===== src/b2u_pkg.sv =====
// Shared types, weights and helper functions for the BGRA to 4:2:2 fill/key converter.
`default_nettype none

package b2u_pkg;

  // Input transfer: one pair of adjacent BGRA pixels plus line and frame marks.
  typedef struct packed {
    logic [7:0] blue_first;
    logic [7:0] green_first;
    logic [7:0] red_first;
    logic [7:0] alpha_first;
    logic [7:0] blue_second;
    logic [7:0] green_second;
    logic [7:0] red_second;
    logic [7:0] alpha_second;
    logic       line_end;
    logic       frame_end;
  } in_t;

  // Output transfer: one 4:2:2 fill word, the key luma pair and the marks.
  typedef struct packed {
    logic [7:0] cb_avg;
    logic [7:0] luma_first;
    logic [7:0] cr_avg;
    logic [7:0] luma_second;
    logic [7:0] key_luma_first;
    logic [7:0] key_luma_second;
    logic       line_end_out;
    logic       frame_end_out;
  } out_t;

  // Stage 1 result: biased weighted sums (the output byte sits in bits 15:8)
  // and the key numerators.
  typedef struct packed {
    logic [15:0] luma_first_sum;
    logic [15:0] luma_second_sum;
    logic [15:0] cb_first_sum;
    logic [15:0] cb_second_sum;
    logic [15:0] cr_first_sum;
    logic [15:0] cr_second_sum;
    logic [15:0] key_first_num;
    logic [15:0] key_second_num;
    logic        line_end;
    logic        frame_end;
  } s1_t;

  // Stage 2 result: luma bytes, chroma pair sums, and key quotient estimates
  // with their remainders.
  typedef struct packed {
    logic [7:0] luma_first;
    logic [7:0] luma_second;
    logic [8:0] cb_sum;
    logic [8:0] cr_sum;
    logic [7:0] key_first_quo;
    logic [8:0] key_first_rem;
    logic [7:0] key_second_quo;
    logic [8:0] key_second_rem;
    logic       line_end;
    logic       frame_end;
  } s2_t;

  // Color weights, signed, wide enough for 8-bit products and the bias.
  localparam logic signed [18:0] Y_R  = 19'sd47;
  localparam logic signed [18:0] Y_G  = 19'sd157;
  localparam logic signed [18:0] Y_B  = 19'sd16;
  localparam logic signed [18:0] CB_R = -19'sd26;
  localparam logic signed [18:0] CB_G = -19'sd87;
  localparam logic signed [18:0] CB_B = 19'sd112;
  localparam logic signed [18:0] CR_R = 19'sd112;
  localparam logic signed [18:0] CR_G = -19'sd102;
  localparam logic signed [18:0] CR_B = -19'sd10;

  // Rounding half plus the output offset scaled by 256.
  localparam logic signed [18:0] Y_BIAS = 19'sd128 + 19'sd16 * 19'sd256;
  localparam logic signed [18:0] C_BIAS = 19'sd128 + 19'sd128 * 19'sd256;

  // Key luma: 16 + floor((a * 219 + 127) / 255).
  localparam logic [15:0] KEY_GAIN   = 16'd219;
  localparam logic [15:0] KEY_ROUND  = 16'd127;
  localparam logic [8:0]  KEY_DIV    = 9'd255;
  localparam logic [7:0]  KEY_OFFSET = 8'd16;

  // Weighted sum of one pixel plus bias. The bias keeps the value positive
  // for every input, so bits 15:8 are the floored, offset result.
  function automatic logic [15:0] weigh3(
    input logic [7:0]        r,
    input logic [7:0]        g,
    input logic [7:0]        b,
    input logic signed [18:0] kr,
    input logic signed [18:0] kg,
    input logic signed [18:0] kb,
    input logic signed [18:0] bias
  );
    logic signed [18:0] acc;
    acc = kr * $signed({11'd0, r}) + kg * $signed({11'd0, g})
        + kb * $signed({11'd0, b}) + bias;
    return acc[15:0];
  endfunction

  // Key numerator a * 219 + 127, at most 55972.
  function automatic logic [15:0] key_num(input logic [7:0] a);
    return {8'd0, a} * KEY_GAIN + KEY_ROUND;
  endfunction

endpackage

`default_nettype wire


===== src/b2u_weigh.sv =====
// Stage 1: per-pixel weighted color sums and key numerators.
`default_nettype none

module b2u_weigh (
  input  wire logic           clk,
  input  wire logic           rst_n,
  input  wire logic           up_valid,
  input  wire b2u_pkg::in_t   up_data,
  output logic                up_ready,
  output logic                dn_valid,
  output b2u_pkg::s1_t        dn_data,
  input  wire logic           dn_ready
);

  logic         valid_r;
  b2u_pkg::s1_t data_r;
  b2u_pkg::s1_t data_nxt;

  // The stage takes a new transfer when empty or when its content moves on.
  assign up_ready = !valid_r || dn_ready;

  // Weighted sums for both pixels; constant weights reduce to shift-adds.
  always_comb begin
    data_nxt.luma_first_sum  = b2u_pkg::weigh3(up_data.red_first, up_data.green_first,
      up_data.blue_first, b2u_pkg::Y_R, b2u_pkg::Y_G, b2u_pkg::Y_B, b2u_pkg::Y_BIAS);
    data_nxt.luma_second_sum = b2u_pkg::weigh3(up_data.red_second, up_data.green_second,
      up_data.blue_second, b2u_pkg::Y_R, b2u_pkg::Y_G, b2u_pkg::Y_B, b2u_pkg::Y_BIAS);
    data_nxt.cb_first_sum    = b2u_pkg::weigh3(up_data.red_first, up_data.green_first,
      up_data.blue_first, b2u_pkg::CB_R, b2u_pkg::CB_G, b2u_pkg::CB_B, b2u_pkg::C_BIAS);
    data_nxt.cb_second_sum   = b2u_pkg::weigh3(up_data.red_second, up_data.green_second,
      up_data.blue_second, b2u_pkg::CB_R, b2u_pkg::CB_G, b2u_pkg::CB_B, b2u_pkg::C_BIAS);
    data_nxt.cr_first_sum    = b2u_pkg::weigh3(up_data.red_first, up_data.green_first,
      up_data.blue_first, b2u_pkg::CR_R, b2u_pkg::CR_G, b2u_pkg::CR_B, b2u_pkg::C_BIAS);
    data_nxt.cr_second_sum   = b2u_pkg::weigh3(up_data.red_second, up_data.green_second,
      up_data.blue_second, b2u_pkg::CR_R, b2u_pkg::CR_G, b2u_pkg::CR_B, b2u_pkg::C_BIAS);
    data_nxt.key_first_num   = b2u_pkg::key_num(up_data.alpha_first);
    data_nxt.key_second_num  = b2u_pkg::key_num(up_data.alpha_second);
    data_nxt.line_end        = up_data.line_end;
    data_nxt.frame_end       = up_data.frame_end;
  end

  // Valid bit resets; the payload loads only on a transfer.
  always_ff @(posedge clk) begin
    if (!rst_n) begin
      valid_r <= 1'b0;
    end else if (up_ready) begin
      valid_r <= up_valid;
    end
  end

  always_ff @(posedge clk) begin
    if (up_ready && up_valid) begin
      data_r <= data_nxt;
    end
  end

  assign dn_valid = valid_r;
  assign dn_data  = data_r;

endmodule

`default_nettype wire


===== src/b2u_merge.sv =====
// Stage 2: luma bytes, chroma pair sums and key division first step.
`default_nettype none

module b2u_merge (
  input  wire logic           clk,
  input  wire logic           rst_n,
  input  wire logic           up_valid,
  input  wire b2u_pkg::s1_t   up_data,
  output logic                up_ready,
  output logic                dn_valid,
  output b2u_pkg::s2_t        dn_data,
  input  wire logic           dn_ready
);

  logic         valid_r;
  b2u_pkg::s2_t data_r;
  b2u_pkg::s2_t data_nxt;

  assign up_ready = !valid_r || dn_ready;

  // Dividing by 255: the quotient estimate is x >> 8, and the remainder
  // (x & 255) + (x >> 8) stays below twice the divisor.
  always_comb begin
    data_nxt.luma_first     = up_data.luma_first_sum[15:8];
    data_nxt.luma_second    = up_data.luma_second_sum[15:8];
    data_nxt.cb_sum         = {1'b0, up_data.cb_first_sum[15:8]}
                            + {1'b0, up_data.cb_second_sum[15:8]};
    data_nxt.cr_sum         = {1'b0, up_data.cr_first_sum[15:8]}
                            + {1'b0, up_data.cr_second_sum[15:8]};
    data_nxt.key_first_quo  = up_data.key_first_num[15:8];
    data_nxt.key_first_rem  = {1'b0, up_data.key_first_num[7:0]}
                            + {1'b0, up_data.key_first_num[15:8]};
    data_nxt.key_second_quo = up_data.key_second_num[15:8];
    data_nxt.key_second_rem = {1'b0, up_data.key_second_num[7:0]}
                            + {1'b0, up_data.key_second_num[15:8]};
    data_nxt.line_end       = up_data.line_end;
    data_nxt.frame_end      = up_data.frame_end;
  end

  always_ff @(posedge clk) begin
    if (!rst_n) begin
      valid_r <= 1'b0;
    end else if (up_ready) begin
      valid_r <= up_valid;
    end
  end

  always_ff @(posedge clk) begin
    if (up_ready && up_valid) begin
      data_r <= data_nxt;
    end
  end

  assign dn_valid = valid_r;
  assign dn_data  = data_r;

endmodule

`default_nettype wire


===== src/b2u_finish.sv =====
// Stage 3: chroma averaging, key quotient correction and the output register.
`default_nettype none

module b2u_finish (
  input  wire logic           clk,
  input  wire logic           rst_n,
  input  wire logic           up_valid,
  input  wire b2u_pkg::s2_t   up_data,
  output logic                up_ready,
  output logic                dn_valid,
  output b2u_pkg::out_t       dn_data,
  input  wire logic           dn_ready
);

  logic          valid_r;
  b2u_pkg::out_t data_r;
  b2u_pkg::out_t data_nxt;
  logic [7:0]    key_first_quo;
  logic [7:0]    key_second_quo;

  assign up_ready = !valid_r || dn_ready;

  // Add one to the quotient estimate when the remainder reaches the divisor.
  assign key_first_quo  = up_data.key_first_quo
                        + {7'd0, (up_data.key_first_rem >= b2u_pkg::KEY_DIV)};
  assign key_second_quo = up_data.key_second_quo
                        + {7'd0, (up_data.key_second_rem >= b2u_pkg::KEY_DIV)};

  // Truncating average of the pair; a 9-bit sum halved always fits a byte.
  always_comb begin
    data_nxt.cb_avg          = up_data.cb_sum[8:1];
    data_nxt.luma_first      = up_data.luma_first;
    data_nxt.cr_avg          = up_data.cr_sum[8:1];
    data_nxt.luma_second     = up_data.luma_second;
    data_nxt.key_luma_first  = key_first_quo + b2u_pkg::KEY_OFFSET;
    data_nxt.key_luma_second = key_second_quo + b2u_pkg::KEY_OFFSET;
    data_nxt.line_end_out    = up_data.line_end;
    data_nxt.frame_end_out   = up_data.frame_end;
  end

  always_ff @(posedge clk) begin
    if (!rst_n) begin
      valid_r <= 1'b0;
    end else if (up_ready) begin
      valid_r <= up_valid;
    end
  end

  always_ff @(posedge clk) begin
    if (up_ready && up_valid) begin
      data_r <= data_nxt;
    end
  end

  assign dn_valid = valid_r;
  assign dn_data  = data_r;

endmodule

`default_nettype wire


===== src/bgra_to_uyvy_fill_key_core.sv =====
// Top level of the BGRA pixel pair to 4:2:2 fill and key converter.
//
//   Channel  Direction  Ports                          Moves
//   in       input      in_valid, in_stall, in_data    one BGRA pixel pair and marks
//   out      output     out_valid, out_stall, out_data one fill word, key luma, marks
//
// One pixel pair per cycle is taken while in_stall is low; each result passes
// through one register per stage (weighting, merge, finish).
// Reset clears only the three stage valid bits; the pipeline is then empty.
// A stall on the output holds the last stage; earlier stages keep filling any
// empty slot, so in_stall rises only when all three stages hold data.
`default_nettype none

module bgra_to_uyvy_fill_key_core (
  input  wire logic           clk,
  input  wire logic           rst_n,
  input  wire logic           in_valid,
  output logic                in_stall,
  input  wire b2u_pkg::in_t   in_data,
  output logic                out_valid,
  input  wire logic           out_stall,
  output b2u_pkg::out_t       out_data
);

  logic         s1_ready;
  logic         s1_valid;
  b2u_pkg::s1_t s1_data;
  logic         s2_ready;
  logic         s2_valid;
  b2u_pkg::s2_t s2_data;
  logic         s3_ready;

  assign in_stall = !s1_ready;

  // Stage 1: color weighting.
  b2u_weigh u_weigh (
    .clk      (clk),
    .rst_n    (rst_n),
    .up_valid (in_valid),
    .up_data  (in_data),
    .up_ready (s1_ready),
    .dn_valid (s1_valid),
    .dn_data  (s1_data),
    .dn_ready (s2_ready)
  );

  // Stage 2: byte extraction and pair sums.
  b2u_merge u_merge (
    .clk      (clk),
    .rst_n    (rst_n),
    .up_valid (s1_valid),
    .up_data  (s1_data),
    .up_ready (s2_ready),
    .dn_valid (s2_valid),
    .dn_data  (s2_data),
    .dn_ready (s3_ready)
  );

  // Stage 3: averaging, key correction, output register.
  b2u_finish u_finish (
    .clk      (clk),
    .rst_n    (rst_n),
    .up_valid (s2_valid),
    .up_data  (s2_data),
    .up_ready (s3_ready),
    .dn_valid (out_valid),
    .dn_data  (out_data),
    .dn_ready (!out_stall)
  );

endmodule

`default_nettype wire


===== config.mk =====
export PLATFORM = sky130hd
export DESIGN_NAME = bgra_to_uyvy_fill_key_core
export DESIGN_NICKNAME = d
export VERILOG_FILES = /design/src/b2u_pkg.sv /design/src/b2u_weigh.sv /design/src/b2u_merge.sv /design/src/b2u_finish.sv /design/src/bgra_to_uyvy_fill_key_core.sv
export SDC_FILE = /design/constraint.sdc
export NUM_CORES = 1
export LEC_CHECK = 0
export BUFFER_PORTS_ARGS = -buffer_cell sky130_fd_sc_hd__buf_2
export CAP_MARGIN = 10
export CORE_UTILIZATION = 40
export CTS_BUF_LIST = sky130_fd_sc_hd__clkbuf_8
export CTS_CLUSTER_SIZE = 30
export DETAILED_ROUTE_END_ITERATION = 7
export MAX_ROUTING_LAYER = met4
export REMOVE_ABC_BUFFERS = 1
export SLEW_MARGIN = 30
export SYNTH_ARGS = -nofsm -noshare
export SYNTH_HDL_FRONTEND = slang
export SYNTH_SLANG_ARGS = --single-unit

===== constraint.sdc =====
create_clock -name clk -period 8.3 [get_ports clk]
set_clock_uncertainty 0.15 [all_clocks]
set_input_delay 1.245 -clock clk [delete_from_list [all_inputs] [get_ports clk]]
set_output_delay 1.245 -clock clk [all_outputs]
set_load 0.005 [all_outputs]

==> summary.md <==
| Metric | Value |
|---|---|
| CTS max path bufs | 3 |
| Wire length per cell | roughly 16 um |
| # clock sinks | 203 |
| Top sig layer | met4 |
| Critical Path Sink Type | register |
| Setup bufs post-CTS | 0 |
| Mapped Area | 27200 um2 |
| Kind of critical path | in2reg |
| Simple-gate share of the synthesized area | around 4.8% |
| Post-Synthesis Cells | roughly 2500 |
| Hold Crit Start | u_merge.dn_data[44]$_DFFE_PP_ |
| Yosys cell types | 59 |
| Largest net degree at the start of global routing | 69 |
| Ports | 122 |
| Wl on met1 | 26700 um |
| Fill count | 6306 |
| Post-synth top area share | between 20 and 30% |
| Setup TNS Final | 0 ns |
| Minimum clock period | 7.48 ns |
| Post_cts resized | 0 |
| Starting Density | 40.5% |
| Port Buffers | 121 |
| Core Area | ~67000 um2 |
| Cell depth of the worst setup path | 26 |
| Headroom to the max-slew limit | 46.9% |
| CP Launch Type | input pin |
| WHS Endpoint | u_finish.dn_data[33]$_DFFE_PP_ |
| Footprint of the multi-input gates | approximately 19000 um2 |
| Post-Syn Area per Cell | 10.8 um2 |
| Worst Path Required | 8.46 ns |
| Row count | 95 |
| Share of cells above drive strength 1 | 7.60% |
| First-pass GRT wire length | 97700 um |
| H-tree depth | 2 |
| Outcome | finished, final reports clean |
| Clk pin slew, worst setup/hold paths | 0.06 ns |
| Arrival time at the worst endpoint | 7.64 ns |
| Final setup vio count | 0 |
| Async SR Flop Fraction | 0% |
| Worst min-delay path class | reg2reg |
| DRC violations left | 0 |
| Dpl hpwl | 50700 um |
| CTS root buf | clkbuf_8 |
| Worst R2R Path Depth | 4 |
| Final net count | ~3700 |
| Gr usage total | 18.3% |
| Routed wire length | 58900 um |
| RSZ-0062 raised after global routing | no |
| Worst r2r dst | u_weigh.dn_data[113]$_DFFE_PP_ |
| Hold_buf cts | 0 |
| Met3 wire length | 1930 um |
| Placer Congestion | 0.878 |
| Vias in the first global route | 19300 |
| Crit share post-route | 90.1% |
| Die extent in y | 263 um |
| First-pass DRT Iterations | 5 |
| Initial antenna violation count | 4 |
| Buf+Inv Stages, Crit Path | 5 |
| Synth Warn # | 0 |
| GR Overflow Total | 0 |
| Predominant post-synthesis flop cell | edfxtp_1 |
| Least-Margin Pin Slew | 0.797 ns |
| Max Transition Viols Final | 0 |
| Synth Area in Adders | 49.7% |
| Layout area overhead | 9.58% |
| Largest family of logic cells by synthesized area | adder cells |
| TritonCTS clock tree | yes |
| R2R Setup Slk | just under 6 ns |
| Hold Path Cell Cnt | 0 |
| Number of flops mapped to enable cells by yosys | 200 |
| Max FO, Critical Path | 8 |
| Main area contributors after synthesis | ha_1 27%, fa_1 22%, edfxtp_1 22%, inv_1 8.6%, xnor2_1 4.1% |
| Die W | 263 um |
| Via count | 17600 |
| Via-to-Cell Ratio | 4.89 |
| Worst-skew pair later-pin latency | 0.58 ns |
| Max-cap viol count | 0 |
| WL met2 | 28800 um |
| Post-synthesis mux area share | 0.382% |
| CTS buffer count | 38 |
| Synth Area in XOR/XNOR | 6.06% |
| Register bit total from synthesis | 203 |
| Starting DRT DRC Count | 665 |
| Register Area | 6070 um2 |
| Final Hold Viols | 0 |
| Yosys top cell by area | ha_1 |
| Die area | 69000 um2 |
| Slowest-stage cell, CP | fa_1 |
| Crit path max-delay family | adder cells |
| Final ANT Viol Nets | 0 |
| Sequential share of the synthesized area | 22.3% |
| Max Freq | around 130 MHz |
| Reg2reg start | u_finish.dn_valid$_SDFFE_PN0P_ |
| Post-synthesis compound-gate area fraction | about 8.1% |
| Slowest cell delay on critical path | 0.56 ns |
per-layer routing:
metal | vias to the layer above | track usage (%)
li1 | 8694 | -
met1 | 8579 | 22.5
met2 | 222 | 31.4
met3 | 86 | 2.41
met4 | 0 | 5.21
met5 | - | -
cells in the final DEF, fill, tap and decap left out, types with 22 or more instances in the layout:
cell type | synthesis | final
a21o_1 | 39 | 39
ha_1 | 594 | 594
nor2_1 | 61 | 61
o21ai_0 | 70 | 70
buf_2 | 0 | 121
nand3_1 | 22 | 22
clkbuf_8 | 0 | 38
xor2_1 | 62 | 62
xnor2_1 | 126 | 126
o21bai_1 | 22 | 22
inv_1 | 625 | 630
edfxtp_1 | 200 | 200
nand2_1 | 54 | 54
fa_1 | 304 | 304
a21oi_1 | 114 | 114
nand2b_1 | 22 | 22
nor2b_1 | 27 | 25
per-stage QoR:
stage | area [um2] | utilization, % | std cells | setup WS, ns | hold slack [ns]
floorplan | 27200 | - | 2526 | 0.819 | 0.250
global placement | 28900 | 43.1 | 3525 | 0.292 | 0.253
detailed placement | 29000 | 43.1 | 3526 | 0.219 | 0.255
CTS | 29800 | 44.3 | 3595 | 0.853 | 0.244
global route | 29800 | 44.3 | 3598 | 0.428 | 0.242
finish | 29800 | 44.3 | 3598 | 0.823 | 0.248
registers in the layout, summed over array words and instances, names as in the netlist:
register           count
u_merge.dn_data       68
u_merge.dn_valid       1
u_finish.dn_data      50
u_finish.dn_valid      1
u_weigh.dn_valid       1
u_weigh.dn_data       82
worst max-delay path by stage:
stage	start	slack (ns)	end
4_1_cts	in_data[12]	0.85	u_weigh.dn_data[112]$_DFFE_PP_
5_1_grt	in_data[12]	0.43	u_weigh.dn_data[113]$_DFFE_PP_
3_5_place_dp	in_data[12]	0.22	u_weigh.dn_data[112]$_DFFE_PP_
2_1_floorplan	in_data[12]	0.82	u_weigh.dn_data[112]$_DFFE_PP_
3_3_place_gp	in_data[12]	0.29	u_weigh.dn_data[112]$_DFFE_PP_
6_report	in_data[12]	0.82	u_weigh.dn_data[112]$_DFFE_PP_
cell families after synthesis:
kind of cell | Yosys count
compound gates | 347
fa+ha+maj | 898
simple gates | 255
flops | 203
mux | 10
buf+inv | 625
xor+xnor | 188
cells in the mapped netlist, types with 4 or more instances:
cell type,number
nand3_1,22
nand2b_1,22
fa_1,304
xnor2_1,126
a31o_2,4
ha_1,594
o31ai_1,4
o211ai_1,10
a211oi_1,12
inv_1,625
nand2_1,54
xor2_1,62
a21boi_0,8
o31a_1,5
nor3b_1,4
o21ai_0,70
a311oi_1,5
mux2i_1,7
edfxtp_1,200
nor3_1,15
or3_1,4
o21bai_1,22
or2_2,9
nand4_1,9
a21oi_1,114
a41o_1,6
a21o_1,39
nor4_1,6
a31oi_1,6
o21a_1,19
and3_1,9
nor2_1,61
nor2b_1,27
and4b_1,4
final cells by class:
class | instances | share of cell area [%]
multi-input combinational | 1698 | 63.1
clock inverter | 31 | 0.937
antenna | 3 | 0.0252
inverter | 625 | 7.88
sequential | 203 | 20.4
tap | 873 | 3.67
clock buffer | 38 | 1.76
timing repair buffer | 127 | 2.26
worst register-to-register path: stages (launching register included):
cell	delay, ns
dfxtp_1	0.35
and3_1	0.21
and2_1	0.22
nor2b_4	0.42
buf_4	0.69
Power is left out: the tool's default activity adds up to more than one toggle a clock period on the data nets, which glitch-free logic cannot reach.
